[config.mk]
export PLATFORM = sky130hd
export DESIGN_NAME = cpxs_cmac
export DESIGN_NICKNAME = d
export VERILOG_FILES = /design/src/hw/rtl/complex_similarity_blend_assert.svh /design/src/hw/rtl/cpxs_pkg.sv /design/src/hw/rtl/cpxs_cmac.sv
export SDC_FILE = /design/constraint.sdc
export NUM_CORES = 2
export LEC_CHECK = 0
export BUFFER_PORTS_ARGS = -buffer_cell sky130_fd_sc_hd__buf_2
export CORE_ASPECT_RATIO = 1.25
export CORE_MARGIN = 10
export CORE_UTILIZATION = 60
export CTS_CLUSTER_DIAMETER = 30
export DETAILED_ROUTE_END_ITERATION = 6
export PLACE_DENSITY = 0.8
export REMOVE_ABC_BUFFERS = 1
export SYNTH_ARGS = -nofsm -noshare
export SYNTH_HDL_FRONTEND = slang
export SYNTH_SLANG_ARGS = --single-unit
export TNS_END_PERCENT = 5
[constraint.sdc]
create_clock -name clock -period 10.4 [get_ports clock]
set_clock_uncertainty 0.15 [all_clocks]
set_input_delay 0.52 -clock clock [delete_from_list [all_inputs] [get_ports clock]]
set_output_delay 0.52 -clock clock [all_outputs]
set_load 0.05 [all_outputs]
[src/hw/rtl/complex_similarity_blend_assert.svh]
// Assertion macros shared by the RTL.
`ifndef COMPLEX_SIMILARITY_BLEND_ASSERT_SVH
`define COMPLEX_SIMILARITY_BLEND_ASSERT_SVH

// Same-cycle implication, disabled in reset.
`define CPXS_ASSERT_SAME(label, clk, rst, ante, cons) \
   label: assert property (@(posedge clk) disable iff (rst) (ante) |-> (cons)) \
      else $error("assertion failed");

// Next-cycle implication, disabled in reset.
`define CPXS_ASSERT_NEXT(label, clk, rst, ante, cons) \
   label: assert property (@(posedge clk) disable iff (rst) (ante) |=> (cons)) \
      else $error("assertion failed");

`endif

[src/hw/rtl/cpxs_pkg.sv]
`default_nettype none
package cpxs_pkg;
   localparam int MAX_N_DEF = 8;
   localparam int ELEM_W    = 16;
   localparam int T_W       = 24;
   localparam int RES_W     = 40;
   localparam int SIZE_W    = 4;
   localparam int COEF_W    = 16;
   localparam int CSR_IDX_W = 2;
   localparam int ACC_W_DEF = 41 + $clog2(MAX_N_DEF);

   localparam logic [CSR_IDX_W-1:0] CSR_MATRIX_SIZE  = 2'd0;
   localparam logic [CSR_IDX_W-1:0] CSR_COEF_PRODUCT = 2'd1;
   localparam logic [CSR_IDX_W-1:0] CSR_COEF_BLEND   = 2'd2;

   localparam logic [SIZE_W-1:0] SIZE_RESET    = 4'd8;
   localparam logic [COEF_W-1:0] PRODUCT_RESET = 16'd20252;
   localparam logic [COEF_W-1:0] BLEND_RESET   = 16'd12516;
   localparam logic [RES_W-1:0]  RES_MAX       = {RES_W{1'b1}};

   typedef struct packed {
      logic signed [ELEM_W-1:0] u_real;
      logic signed [ELEM_W-1:0] u_imag;
      logic signed [ELEM_W-1:0] rho_real;
      logic signed [ELEM_W-1:0] rho_imag;
   } req_type;

   typedef struct packed {
      logic signed [ELEM_W-1:0] s_real;
      logic signed [ELEM_W-1:0] s_imag;
      logic                     last_element;
      logic [RES_W-1:0]         residual;
   } rsp_type;

   typedef struct packed {
      logic en;
      logic first;
      logic conj;
   } mac_ctl_type;

   typedef struct packed {
      logic start;
      logic clear;
   } post_ctl_type;

   typedef struct packed {
      logic busy;
      logic done;
   } post_sts_type;
endpackage
`default_nettype wire

[src/hw/rtl/cpxs_cmac.sv]
`default_nettype none
// Shared complex multiply-accumulate, optional conjugate on y.
module cpxs_cmac import cpxs_pkg::*; #(
   parameter int ACC_W = ACC_W_DEF
) (
   input  wire logic                     clock,
   input  wire mac_ctl_type              ctl,
   input  wire logic signed [T_W-1:0]    x_re,
   input  wire logic signed [T_W-1:0]    x_im,
   input  wire logic signed [ELEM_W-1:0] y_re,
   input  wire logic signed [ELEM_W-1:0] y_im,
   output logic signed [ACC_W-1:0]       acc_re,
   output logic signed [ACC_W-1:0]       acc_im
);
   localparam int P_W = T_W + ELEM_W + 1;

   logic signed [P_W-1:0]   rr, ii, ri, ir;
   logic signed [P_W-1:0]   sum_re, sum_im;
   logic signed [ACC_W-1:0] re_ff, im_ff, re_in, im_in;

   always_comb begin
      rr = P_W'(x_re) * P_W'(y_re);
      ii = P_W'(x_im) * P_W'(y_im);
      ri = P_W'(x_re) * P_W'(y_im);
      ir = P_W'(x_im) * P_W'(y_re);
      sum_re = ctl.conj ? rr + ii : rr - ii;
      sum_im = ctl.conj ? ir - ri : ri + ir;
      re_in = ctl.first ? ACC_W'(sum_re) : re_ff + ACC_W'(sum_re);
      im_in = ctl.first ? ACC_W'(sum_im) : im_ff + ACC_W'(sum_im);
   end

   always_ff @(posedge clock) begin
      if (ctl.en) begin
         re_ff <= re_in;
         im_ff <= im_in;
      end
   end

   assign acc_re = re_ff;
   assign acc_im = im_ff;
endmodule
`default_nettype wire

After elaboration in Yosys (flattened, before gate mapping)
Cells that the tools add are included.

storage, ports and cells
  input port bits = 84
  bits in registers = 88

cells by class
  $mul = 4
  add/subtract/negate cells = 6
  multiplexer cells = 4

operators with widths
  cell            number
  $mul 24x16->40  4
  $add 44x41->44  2
  $mux 44         2
  $add 40x40->41  2
  $mux 41         2
  $sub 40x40->41  2

Longest topological paths before layout
  word-level depth = 5
  depth in mapped cells = 51
  mapped depth without buffers = 49

Worst setup path before layout
No wires, ideal clock.

  kind = input to register
  from = input port y_im[1]
  to = register re_ff[43], in the netlist acc_re[43] (data pin)
  setup slack = -1070 ps
  data required time = 9982 ps
  arrival = 11052 ps
  stages = 49
  cells stage by stage = clkbuf_1 > clkbuf_1 > nand2_1 > fa_1 > inv_1 > fa_1 > inv_1 > fa_1 > inv_1 > fa_1 > fa_1 > inv_1 > fa_1 > inv_1 > ha_1 > a21o_1 > a21o_1 > a2111oi_1 > [13 not listed] > o21a_1 > o21ai_0 > nor2b_1 > xnor2_1 > ha_1 > clkbuf_1 > nand3_1 > a31oi_1 > o21a_1 > o21a_1 > o21a_1 > o21a_1 > or3_1 > o21ai_0 > o21ai_0 > xnor2_1 > nor2_1 > xnor2_1

between the ends
  word-level cells in the longest chain between the ends = 5

ends and longest elaborated chain
  what                                                     RTL line         RTL
  start, declared                                          cpxs_cmac.sv:11  input wire logic signed [ELEM_W-1:0] y_im,
  $mul 24x16->40 (*)                                       cpxs_cmac.sv:23  ii = P_W'(x_im) * P_W'(y_im);
  $sub 40x40->41 / $add 40x40->41 (equally long branches)  cpxs_cmac.sv:26  sum_re = ctl.conj ? rr + ii : rr - ii;
  $mux 41 (*)                                              cpxs_cmac.sv:26
  $add 44x41->44                                           cpxs_cmac.sv:28  re_in = ctl.first ? ACC_W'(sum_re) : re_ff + ACC_W'(sum_re);
  $mux 44 (*)                                              cpxs_cmac.sv:28
  named net re_in[43]                                      cpxs_cmac.sv:19  logic signed [ACC_W-1:0] re_ff, im_ff, re_in, im_in;
  end signal, assigned                                     cpxs_cmac.sv:34  re_ff <= re_in;
  end, declared                                            cpxs_cmac.sv:19

The timed path passes the listed nets; every way through them passes the cells marked *.
A chain may end at the register's enable or synchronous reset.

Worst setup path after layout
Ends and elaborated chain as after synthesis.

==> results.py <==
metrics = {
    "worst_setup_path": {
        "crit_path_max_fanout": 10,
        "slowest_delay_ns": 0.54,
        "path_class": "input port to register",
        "crit_slowest_cell": "fa_1",
        "crit_required_ns": 10.37,
        "regToRegSetupSlack_ns": 5.97,
        "crit_path_end_kind": "register",
        "r2r_end": "acc_im[39]$_DFFE_PP_",
        "crit_start": "y_im[1]",
        "rr_startpoint": "acc_im[1]$_DFFE_PP_",
        "start_kind": "input port",
        "setup.worst_path.end": "acc_re[43]$_DFFE_PP_",
        "r2r.worst_path.cells": 15,
        "cp.arrival_ns": 10.77,
        "crit_top_cell": "o21a_1",
    },
    "timing": {
        "finalMaxSlewViolations": 0,
        "hold_viol_final": 0,
        "fin_setup_tns_ns": -3.43,
        "max_slew_margin": 0.320,
        "whs_ns": 0.407,
        "setup_ws_ns": -0.404,
        "setup_viol": 18,
        "timing.fmax_mhz": 92.6,
        "rsz0062_at_grt": "yes",
        "finalCritPeriodShare": 1.04,
        "worst_slew_pin_slew_ns": 1.02,
        "layout_min_cycle_time_ns": 10.80,
    },
    "yosys": {
        "synthFlopType": "edfxtp_1",
        "syn_inst": 7952,
        "yosys_warnings": 0,
        "synth_area_um2": 68700,
        "netlist.area_leader.share": 0.437,
        "synth.top_cells.by_area": "fa_1 44%, ha_1 10%, inv_1 9.4%",
        "ys_seq_elements": 88,
        "synthArstFlopShare": 0,
        "synth_top_cell_by_area": "fa_1",
        "synth_cell_types": 91,
        "synth_edf_count": 88,
        "yosysSeqAreaShare": 0.0384,
        "avgSynthCellArea_um2": 8.64,
    },
    "floorplanning": {
        "num_rows": 138,
        "dieArea_um2": 129000,
        "fp.coreArea_um2": 113000,
        "die_y_um": 398,
        "start_util": 0.606,
        "num_io_pins": 172,
        "die_w_um": 323,
    },
    "clock_tree": {
        "cts_buffers": 9,
        "clock_latency_ns": 0.38,
        "root_buffer": "clkbuf_16",
        "clk_pin_slew_ns": 0.08,
        "hold_buffers": 0,
        "clockBufferDepth": 2,
        "htree_levels": 3,
        "cts_tree": "built",
        "cts.sinks": 88,
    },
    "cells_and_area": {
        "area_growth_pct": 18.0,
        "nets": 11105,
        "final_common_cell": "inv_1",
        "fillers": 8515,
        "drive_gt1_frac": 0.179,
        "final_cell_mix": "1714 x inv_1, 1497 x fa_1, 1140 x buf_4",
    },
    "status": {
        "status": "complete, but fails checks",
        "violations": "negative setup slack",
    },
    "placed_design": {
        "hpwl_um": 180000,
        "post-place-ws_ns": -1.60,
        "gp_congestion": 1.05,
        "portBuffers": 171,
    },
    "global_routing": {
        "grt_pass1_vias": 63456,
        "overflow": 0,
        "grt_max_degree": 90,
        "grt_usage": 0.332,
        "grt_pass1_wl_um": 336000,
        "antenna_found_initial": 11,
    },
    "route": {
        "drtIter0Drc": 4605,
        "antenna_left": 0,
        "drc": 0,
        "vias": 59456,
        "wl_um": 211000,
        "dr.pass1.iters": 6,
        "vias_per_cell": 5.70,
        "wl_per_cell_um": 20.2,
    },
    "worst_hold_path": {
        "hp-class": "input port to register",
    },
    "run": {
        "drv_cap": 0,
    },
}
-- critical path: cells and delay by family --
family	cells	cell delay [ns]
buffers and inverters	11	1.25
AND/OR/NAND/NOR	10	1.84
AO/OA/AOI/OAI	19	3.09
XOR/XNOR	4	0.57
adder cells (fa/ha/maj)	9	3.47
-- cell usage after synthesis, types with 36 or more instances --
library cell  instances
o21bai_1             38
inv_1              1717
and2_1              574
ha_1                562
nand2_1            1095
o21a_1               46
nand2b_1            111
edfxtp_1             88
fa_1               1500
nor2_1              219
a31oi_1              38
a21o_1              158
o21ai_0             183
nor2b_1              37
clkbuf_1            342
and3_1               36
nand3_1              58
xor2_1              112
nor3_1               53
a21oi_1             316
xnor2_1             274
nand4_1              41
-- routing by layer --
layer / part of all wire / GRT usage / wire, um / vias up
met5: 0.000052 / 0 / 11 / -
met3: 0.072 / 0.0404 / 15100 / 686
met2: 0.48 / 0.545 / 101000 / 2612
met1: 0.36 / 0.401 / 75500 / 29876
met4: 0.094 / 0.247 / 19900 / 2
li1: - / - / - / 26280
-- kinds of logic after synthesis --
group,synth area share
multiplexers,0.00269
AND/OR/NAND/NOR,0.162
adder cells (fa/ha/maj),0.539
buffers and inverters,0.114
flip-flops,0.0384
AO/OA/AOI/OAI,0.0937
XOR/XNOR,0.0501
-- area by class of cell --
| class | instances | area [um2] | share of cell area |
|---|---|---|---|
| Multi-Input combinational cell | 5784 | 59500 | 0.733 |
| Timing Repair Buffer | 1359 | 10400 | 0.128 |
| Inverter | 1717 | 6440 | 0.0795 |
| Sequential cell | 88 | 2640 | 0.0326 |
| Tap cell | 1470 | 1840 | 0.0227 |
| Clock buffer | 10 | 229 | 0.00282 |
| Clock inverter | 6 | 70.1 | 0.000864 |
| Antenna cell | 6 | 15.0 | 0.000185 |
-- what timing repair did --
item                       4_1_cts  5_1_grt
cloned                           1        0
gates resized for setup        207      104
setup buffers                   34       11
pin swaps                      113       69
setup endpoints to repair       34       38
-- through the flow --
stage	std cells	utilization	cell area, um2
floorplan	7589	-	67400
global placement	10372	0.696	79000
detailed placement	10372	0.696	79000
CTS	10423	0.710	80500
global route	10436	0.715	81100
finish	10440	0.715	81100
-- sequential cells by signal, indices dropped and copies added, names as in the netlist --
register / count
acc_im: 44
acc_re: 44
-- how the worst min path moves through the flow --
stage / from / to / slack [ns] / depth (start not counted)
2_1_floorplan: ctl[2] / acc_im[0]$_DFFE_PP_ / 0.48 / 0
3_3_place_gp: acc_re[0]$_DFFE_PP_ / acc_re[0]$_DFFE_PP_ / 0.54 / 2
3_5_place_dp: acc_re[0]$_DFFE_PP_ / acc_re[0]$_DFFE_PP_ / 0.54 / 2
4_1_cts: ctl[2] / acc_im[43]$_DFFE_PP_ / 0.39 / 1
5_1_grt: ctl[2] / acc_im[32]$_DFFE_PP_ / 0.40 / 1
6_report: ctl[2] / acc_im[43]$_DFFE_PP_ / 0.41 / 1
Power is not shown: default switching activity piles up to over one toggle a cycle in this logic, so the estimate is an artifact.
