**src/hw/rtl/complex_similarity_blend_assert.svh**
```systemverilog
// Assertion macros shared by the RTL.
`ifndef COMPLEX_SIMILARITY_BLEND_ASSERT_SVH
`define COMPLEX_SIMILARITY_BLEND_ASSERT_SVH

// Same-cycle implication, disabled in reset.
`define CPXS_ASSERT_SAME(label, clk, rst, ante, cons) \
   label: assert property (@(posedge clk) disable iff (rst) (ante) |-> (cons)) \
      else $error("assertion failed");

// Next-cycle implication, disabled in reset.
`define CPXS_ASSERT_NEXT(label, clk, rst, ante, cons) \
   label: assert property (@(posedge clk) disable iff (rst) (ante) |=> (cons)) \
      else $error("assertion failed");

`endif

```
**src/hw/rtl/cpxs_pkg.sv**
```systemverilog
`default_nettype none
package cpxs_pkg;
   localparam int MAX_N_DEF = 8;
   localparam int ELEM_W    = 16;
   localparam int T_W       = 24;
   localparam int RES_W     = 40;
   localparam int SIZE_W    = 4;
   localparam int COEF_W    = 16;
   localparam int CSR_IDX_W = 2;
   localparam int ACC_W_DEF = 41 + $clog2(MAX_N_DEF);

   localparam logic [CSR_IDX_W-1:0] CSR_MATRIX_SIZE  = 2'd0;
   localparam logic [CSR_IDX_W-1:0] CSR_COEF_PRODUCT = 2'd1;
   localparam logic [CSR_IDX_W-1:0] CSR_COEF_BLEND   = 2'd2;

   localparam logic [SIZE_W-1:0] SIZE_RESET    = 4'd8;
   localparam logic [COEF_W-1:0] PRODUCT_RESET = 16'd20252;
   localparam logic [COEF_W-1:0] BLEND_RESET   = 16'd12516;
   localparam logic [RES_W-1:0]  RES_MAX       = {RES_W{1'b1}};

   typedef struct packed {
      logic signed [ELEM_W-1:0] u_real;
      logic signed [ELEM_W-1:0] u_imag;
      logic signed [ELEM_W-1:0] rho_real;
      logic signed [ELEM_W-1:0] rho_imag;
   } req_type;

   typedef struct packed {
      logic signed [ELEM_W-1:0] s_real;
      logic signed [ELEM_W-1:0] s_imag;
      logic                     last_element;
      logic [RES_W-1:0]         residual;
   } rsp_type;

   typedef struct packed {
      logic en;
      logic first;
      logic conj;
   } mac_ctl_type;

   typedef struct packed {
      logic start;
      logic clear;
   } post_ctl_type;

   typedef struct packed {
      logic busy;
      logic done;
   } post_sts_type;
endpackage
`default_nettype wire

```
**src/hw/rtl/cpxs_post.sv**
```systemverilog
`default_nettype none
// Scale, blend, round and residual: one 17x25 multiplier over nine steps.
module cpxs_post import cpxs_pkg::*; #(
   parameter int ACC_W = ACC_W_DEF
) (
   input  wire logic                     clock,
   input  wire logic                     reset,
   input  wire post_ctl_type             ctl,
   input  wire logic signed [ACC_W-1:0]  p_re,
   input  wire logic signed [ACC_W-1:0]  p_im,
   input  wire logic signed [ELEM_W-1:0] rho_re,
   input  wire logic signed [ELEM_W-1:0] rho_im,
   input  wire logic [COEF_W-1:0]        coef_a,
   input  wire logic [COEF_W-1:0]        coef_b,
   output post_sts_type                  sts,
   output logic signed [ELEM_W-1:0]      s_re,
   output logic signed [ELEM_W-1:0]      s_im,
   output logic [RES_W-1:0]              resid
);
   localparam int SUM_W = ACC_W + 18;
   localparam int OP_W  = 25;
   localparam int PR_W  = OP_W + 17;
   localparam logic [3:0] LAST_STEP = 4'd8;
   localparam logic signed [SUM_W-1:0] HALF  = SUM_W'(1) << 26;
   localparam logic signed [SUM_W-1:0] S_MAX = SUM_W'(32767);
   localparam logic signed [SUM_W-1:0] S_MIN = -SUM_W'(32768);

   logic                     busy_ff, busy_in, done_ff, done_in;
   logic [3:0]               step_ff, step_in;
   logic signed [ACC_W-1:0]  pr_ff, pi_ff;
   logic signed [ELEM_W-1:0] rr_ff, ri_ff;
   logic signed [SUM_W-1:0]  ar_ff, ai_ff, ar_in, ai_in;
   logic signed [ELEM_W-1:0] sr_ff, si_ff, sr_in, si_in;
   logic signed [16:0]       dr_ff, di_ff, dr_in, di_in;
   logic [RES_W-1:0]         res_ff, res_in;
   logic signed [16:0]       op_a;
   logic signed [OP_W-1:0]   op_b;
   logic signed [PR_W-1:0]   prod;
   logic signed [SUM_W-1:0]  pext, rnd_r, rnd_i;
   logic [RES_W:0]           rsum;

   function automatic logic signed [ELEM_W-1:0] sat16(input logic signed [SUM_W-1:0] v);
      logic signed [SUM_W-1:0] q;
      q = v >>> 27;
      if (q > S_MAX) return ELEM_W'(S_MAX);
      if (q < S_MIN) return ELEM_W'(S_MIN);
      return ELEM_W'(q);
   endfunction

   always_comb begin
      op_a = $signed({1'b0, coef_a});
      op_b = '0;
      case (step_ff)
         4'd0: op_b = $signed({1'b0, pr_ff[23:0]});
         4'd1: op_b = OP_W'(pr_ff >>> 24);
         4'd2: begin op_a = $signed({1'b0, coef_b}); op_b = OP_W'(rr_ff); end
         4'd3: op_b = $signed({1'b0, pi_ff[23:0]});
         4'd4: op_b = OP_W'(pi_ff >>> 24);
         4'd5: begin op_a = $signed({1'b0, coef_b}); op_b = OP_W'(ri_ff); end
         4'd7: begin op_a = dr_ff; op_b = OP_W'(dr_ff); end
         4'd8: begin op_a = di_ff; op_b = OP_W'(di_ff); end
         default: op_b = '0;
      endcase
      prod = op_a * op_b;
      pext = SUM_W'(prod);
      rnd_r = ar_ff + HALF;
      rnd_i = ai_ff + HALF;
      rsum = {1'b0, res_ff} + prod[RES_W:0];

      ar_in = ar_ff;
      ai_in = ai_ff;
      sr_in = sr_ff;
      si_in = si_ff;
      dr_in = dr_ff;
      di_in = di_ff;
      res_in = res_ff;
      case (step_ff)
         4'd0: ar_in = pext;
         4'd1: ar_in = ar_ff + (pext <<< 24);
         4'd2: ar_in = ar_ff + (pext <<< 12);
         4'd3: ai_in = pext;
         4'd4: ai_in = ai_ff + (pext <<< 24);
         4'd5: ai_in = ai_ff + (pext <<< 12);
         4'd6: begin
            sr_in = sat16(rnd_r);
            si_in = sat16(rnd_i);
            dr_in = $signed({sr_in[15], sr_in}) - $signed({rr_ff[15], rr_ff});
            di_in = $signed({si_in[15], si_in}) - $signed({ri_ff[15], ri_ff});
         end
         4'd7, 4'd8: res_in = (rsum > {1'b0, RES_MAX}) ? RES_MAX : rsum[RES_W-1:0];
         default: res_in = res_ff;
      endcase

      busy_in = busy_ff;
      step_in = step_ff;
      done_in = 1'b0;
      if (ctl.start) begin
         busy_in = 1'b1;
         step_in = '0;
      end else if (busy_ff) begin
         if (step_ff == LAST_STEP) begin
            busy_in = 1'b0;
            done_in = 1'b1;
         end else begin
            step_in = step_ff + 4'd1;
         end
      end
   end

   always_ff @(posedge clock) begin
      if (reset) begin
         busy_ff <= 1'b0;
         done_ff <= 1'b0;
         step_ff <= '0;
         res_ff  <= '0;
      end else begin
         busy_ff <= busy_in;
         done_ff <= done_in;
         step_ff <= step_in;
         if (ctl.start && ctl.clear) res_ff <= '0;
         else if (busy_ff) res_ff <= res_in;
      end
   end

   always_ff @(posedge clock) begin
      if (ctl.start) begin
         pr_ff <= p_re;
         pi_ff <= p_im;
         rr_ff <= rho_re;
         ri_ff <= rho_im;
      end else if (busy_ff) begin
         ar_ff <= ar_in;
         ai_ff <= ai_in;
         sr_ff <= sr_in;
         si_ff <= si_in;
         dr_ff <= dr_in;
         di_ff <= di_in;
      end
   end

   assign sts.busy = busy_ff;
   assign sts.done = done_ff;
   assign s_re  = sr_ff;
   assign s_im  = si_ff;
   assign resid = res_ff;
endmodule
`default_nettype wire

```
**config.mk**
```make
export PLATFORM = sky130hd
export DESIGN_NAME = cpxs_post
export DESIGN_NICKNAME = d
export VERILOG_FILES = /design/src/hw/rtl/complex_similarity_blend_assert.svh /design/src/hw/rtl/cpxs_pkg.sv /design/src/hw/rtl/cpxs_post.sv
export SDC_FILE = /design/constraint.sdc
export NUM_CORES = 2
export LEC_CHECK = 0
export ABC_AREA = 1
export BUFFER_PORTS_ARGS = -buffer_cell sky130_fd_sc_hd__buf_2
export CORE_MARGIN = 3
export CORE_UTILIZATION = 40
export CTS_BUF_LIST = sky130_fd_sc_hd__clkbuf_4 sky130_fd_sc_hd__clkbuf_8
export DETAILED_ROUTE_END_ITERATION = 6
export GPL_ROUTABILITY_DRIVEN = 0
export PLACE_DENSITY_LB_ADDON = 0.12
export SYNTH_ARGS = -nofsm -noshare
export SYNTH_HDL_FRONTEND = slang
export SYNTH_SLANG_ARGS = --single-unit
```
**constraint.sdc**
```tcl
create_clock -name clock -period 22.3 [get_ports clock]
set_input_delay 2.23 -clock clock [delete_from_list [all_inputs] [get_ports clock]]
set_output_delay 2.23 -clock clock [all_outputs]
set_load 0.005 [all_outputs]
```
# Word level (Yosys, flattened, before mapping)
# Index checks and enable logic that the tools add are counted.
[word_totals]
ramBits = 0
latch_bits = 0
out_inout_bits = 74
romBits = 0
inputBits = 156
n_memories = 0
regBits = 356
[classes]
mux = 29
order_cmp = 5
n_reduce_logical = 14
n_mul = 1
shifts = 0
div_mod_pow = 0
n_bitwise = 3
addsub = 10
eq_ne = 8
[op_table]
columns = ["cell", "n"]
rows = [
  ["$pmux 62 s3", 2],
  ["$pmux 25 s8", 1],
  ["$mux 16", 10],
  ["$add 62x28->62 const B", 2],
  ["$add 62x54->62", 2],
  ["$add 62x62->62", 2],
  ["$gt 35x16->1 const B", 2],
  ["$lt 35x16->1 const B", 2],
  ["$pmux 17 s3", 1],
  ["$mul 17x25->42", 1],
  ["$add 40x41->41", 1],
  ["$gt 41x40->1 const B", 1],
  ["$mux 40", 1],
  ["$sub 16x16->17", 2],
  ["$eq 4x3->1 const B", 4],
  ["$mux 1", 14],
  ["$reduce_and 3->1", 3],
  ["$eq 4x2->1 const B", 2],
  ["$reduce_or 2->1", 4],
  ["$reduce_bool 3->1", 2],
  ["$add 4x1->4 const B", 1],
  ["$eq 4x1->1 const B", 1],
  ["$eq 4x4->1 const B", 1],
  ["$logic_not 4->1", 1],
  ["other kinds (4)", 7],
]

# Longest topological paths before layout
[logic_depth]
word_depth = 10
ltp_mapped = 54
depth_no_buf = 52

# Least setup slack after synthesis
# Ideal clock, no wire load.
[synth_timing]
kind = "input port to flip-flop"
start = "in coef_a[6]"
end = "reg ai_ff[61] (data pin)"
arrival_ns = 9.328
setup_slack_ns = 12.712
stages = 37
required_ns = 22.039
cell_sequence = "inv_1 > o21ai_2 > buf_2 > nand2_1 > inv_1 > fa_1 > fa_1 > inv_1 > fa_1 > fa_1 > inv_1 > fa_1 > inv_1 > fa_1 > inv_1 > ha_1 > nand2_1 > nor2_1 > inv_1 > nor4_4 > nand3_1 > nand3_1 > nand2_2 > ha_1 > nand2_1 > nor2_1 > inv_1 > nor2_1 > nand3_1 > nor4_1 > nand2_1 > nand2_1 > nand2_1 > nand2_1 > nand2_1 > nand3_1 > nand3_1"
[synth_via]
elab_chain_len = 4
[synth_lines]
columns = ["item", "line", "rtl"]
rows = [
  ["from (decl)", "cpxs_post.sv:13", "input wire logic [COEF_W-1:0] coef_a,"],
  ["$pmux 17 s3 *", "cpxs_post.sv:53", "case (step_ff)"],
  ["$mul 17x25->42 *", "cpxs_post.sv:64", "prod = op_a * op_b;"],
  ["$add 62x54->62 or $add 62x62->62 (tied branches)", "cpxs_post.sv:83, cpxs_post.sv:82", ""],
  ["$pmux 62 s3 *", "cpxs_post.sv:77", "case (step_ff)"],
  ["net ai_in[61]", "cpxs_post.sv:32", "logic signed [SUM_W-1:0] ar_ff, ai_ff, ar_in, ai_in;"],
  ["to (signal assigned)", "cpxs_post.sv:133", "ai_ff <= ai_in;"],
  ["to (decl)", "cpxs_post.sv:32", ""],
]
# Mark *: on every way through the listed nets, which the timed path passes. The rest lies on a longest branch.
# A chain may end at the register's enable or synchronous reset.

# Worst setup path after layout
[layout_timing]
start = "reg step_ff[0]"
end = "reg ai_ff[52] (data pin)"
[layout_via]
elab_chain_len = 6
[layout_lines]
columns = ["item", "line", "rtl"]
rows = [
  ["from (decl)", "cpxs_post.sv:29", "logic [3:0] step_ff, step_in;"],
  ["from (signal assigned)", "cpxs_post.sv:119", "step_ff <= step_in;"],
  ["$eq 4x3->1 or $eq 4x2->1 (tied branches)", "cpxs_post.sv:53, cpxs_post.sv:77", ""],
  ["$reduce_or 2->1 (no source line)", "n/a", ""],
  ["$pmux 17 s3", "cpxs_post.sv:53", ""],
  ["$mul 17x25->42", "cpxs_post.sv:64", ""],
  ["$add 62x54->62 or $add 62x62->62 (tied branches)", "cpxs_post.sv:83, cpxs_post.sv:82", ""],
  ["$pmux 62 s3 *", "cpxs_post.sv:77", ""],
  ["net ai_in[52]", "cpxs_post.sv:32", ""],
]
# Marked as above.

==> reports/results.ini <==
[worst_hold_path]
hp-start=step_ff[1]
hold_class=reg2reg
holdPathStages=2
min_to=step_ff[1]

[critical_path]
cpMaxStageDelayCell=o21ai_2
crit_start=step_ff[0]
rr_endpoint=ai_ff[52]
endpoint_kind=flop
crit_type=reg2reg
critPathLaunchType=flop
required_ps=22760
path_max_fanout=42
critPathMostFrequentCell=inv_1
r2r_slack_ps=9560
max_stage_delay_ps=1240
crit_arrival_ps=13200
rr_startpoint=step_ff[0]
worstRegToRegCells=41

[die]
ios=230
die_area_mm2=0.125
rows=126
start_util_pct=40.5
dieWidth_um=353
die_height_um=353
fp.coreArea_mm2=0.119

[cts]
cts_sinks=332
cts_hold_buffers=0
htreeDepth=3
cts_tree=done
path_clk_slew_ps=60
post_cts_buffers=0
numCtsBuffers=67
cts-root-buf=clkbuf_8
cts.repair.resized=0
cts_buffer_depth=3
clk_latency_ps=830

[global_routing]
grt_remaining_overflow=0
grt_pass1_vias=46646
grt_use_total_pct=30.4
grt_antenna_before_repair=10
grt_pass1_wl_um=288000
grt_start_max_net_pins=49

[finish]
post_route_cells_drive_above_1_share_pct=7.45
fin_nets=8023
design_area_mm2=0.0526
fin_cells=8752
area_growth_syn_to_layout_pct=9.25

[logic_synthesis]
synth_area_per_cell_um2=7.04
yosysTopAreaCell=edfxtp_1
synthFlopType=edfxtp_1
synth_top_area_share_pct=17.8
yosysUniqueCellTypes=70
synth_area_leaders=edfxtp_1 (18%), fa_1 (18%), nand2_1 (13%), inv_1 (10%), ha_1 (9.1%)
synth_seq_area_share_pct=19.7
synth.cell_area_mm2=0.0482
ys_warn_count=0
ys_ff_latch=332
synth-edff-count=286
ys_top_cells_by_count=nand2_1 (1674), inv_1 (1316), nor2_1 (781)
synth_cells=6848
synthArstFlopShare_pct=0
yosysMostFrequentCell=nand2_1

[placed_design]
postPlaceCellArea_mm2=0.0513
io_buffers=229
placed_cells=8624
hpwlAfterDp_um=157000

[sta]
rsz0062_at_grt=false
drv_slew=0
clock_skew_ps=122
tightestPinTransition_ps=1290
finalSetupTns_ps=0
finalSetupViolations=0
final_hold_viol_count=0
fin_crit_sh_pct=57.1
finalCriticalPeriod_ps=12740
maxSlewHeadroom_pct=14.0
fmax_ghz=0.0785

[drt]
drtAntennaViolNets=0
post_drt_wl_per_cell_um=21.9
drtPass1Iterations=6
vias=47384
drt_iter0_drc=4564
route.detailed.drc=0
routed_wl_um=192000
vias_per_cell=5.41

[outcome]
status=completed

[run]
drv_cap=0

per-stage QoR:
stage | setup slack [ps] | utilization [%] | hold slack, ps
after detailed placement | 9720 | 43.1 | 542
after CTS | 9740 | 44.3 | 550
after global routing | 8710 | 44.3 | 579
after global placement | 9890 | 43.1 | 530
final | 9560 | 44.3 | 548
after floorplan | 12710 | - | 503
registers in the layout, indices dropped and copies added, names as in the netlist, 16 cells and up:
name and flops:
ai_ff 50, ar_ff 50, pi_ff 44, pr_ff 44
resid 40, di_ff 17, dr_ff 17, ri_ff 16
rr_ff 16, s_im 16, s_re 16
metal layers:
| metal | GRT usage, % | up-vias | share of wire, % |
|---|---|---|---|
| met2 | 48.8 | 2044 | 45 |
| met5 | 0 | - | 0.010 |
| met3 | 5.30 | 438 | 8.9 |
| met4 | 13.4 | 2 | 5.0 |
| li1 | - | 22348 | - |
| met1 | 40.3 | 22552 | 41 |
layout by cell type (no fill, tap or decap), types with 9 or more instances in the layout:
| cell | count |
|---|---|
| nor2_4 | 20 |
| nand4_1 | 56 |
| o21ai_2 | 22 |
| a21o_1 | 53 |
| o21bai_1 | 43 |
| clkbuf_4 | 16 |
| xor2_1 | 92 |
| or2_2 | 40 |
| xnor2_1 | 52 |
| buf_4 | 60 |
| ha_1 | 351 |
| nand3_1 | 382 |
| nor3_1 | 49 |
| fa_1 | 423 |
| o21a_1 | 10 |
| inv_2 | 10 |
| o211ai_1 | 26 |
| clkinv_2 | 9 |
| a21oi_1 | 419 |
| nor4_1 | 25 |
| a31oi_1 | 50 |
| a21boi_0 | 15 |
| a22o_1 | 19 |
| clkbuf_8 | 69 |
| o21ai_1 | 21 |
| buf_2 | 228 |
| dfxtp_1 | 46 |
| nand3b_1 | 18 |
| a221oi_1 | 29 |
| inv_1 | 1316 |
| nand2_1 | 1674 |
| nand2_2 | 16 |
| edfxtp_1 | 286 |
| nor2_1 | 776 |
| o21ai_0 | 311 |
| clkinv_1 | 18 |
cells by family after synthesis:
group | Yosys count | share of synthesized area (%)
adder cells (fa/ha/maj) | 774 | 26.7
flip-flops | 332 | 19.7
XOR/XNOR | 146 | 2.68
other | 1 | 0.00778
buffers and inverters | 1450 | 11.6
AO/OA/AOI/OAI | 1057 | 12.7
AND/OR/NAND/NOR | 3088 | 26.5
final cells by class:
type	count	area, um2
Timing Repair Buffer	289	1600
Sequential cell	332	9510
Clock inverter	35	277
Fill cell	12558	66200
Inverter	1330	5000
Tap cell	1600	2000
Multi-Input combinational cell	5073	33200
Clock buffer	85	1070
Antenna cell	8	20.0
worst max path at each step:
stage / to / slack (ps) / depth (start not counted)
2_1_floorplan: ai_ff[61] / 12710 / 37
3_3_place_gp: resid[13] / 9890 / 41
3_5_place_dp: resid[11] / 9720 / 42
4_1_cts: resid[22] / 9740 / 42
5_1_grt: ai_ff[52] / 8710 / 41
6_report: ai_ff[52] / 9560 / 41
critical path, delay by kind of cell (launching register included):
kind | cells | cell delay (ps)
XOR/XNOR | 1 | 710
AO/OA/AOI/OAI | 9 | 2640
buffers and inverters | 12 | 2180
adder cells (fa/ha/maj) | 9 | 4250
flip-flops | 1 | 380
AND/OR/NAND/NOR | 10 | 2250
Power is left out: the tool's default activity adds up to more than one toggle a clock period on the data nets, which glitch-free logic cannot reach.
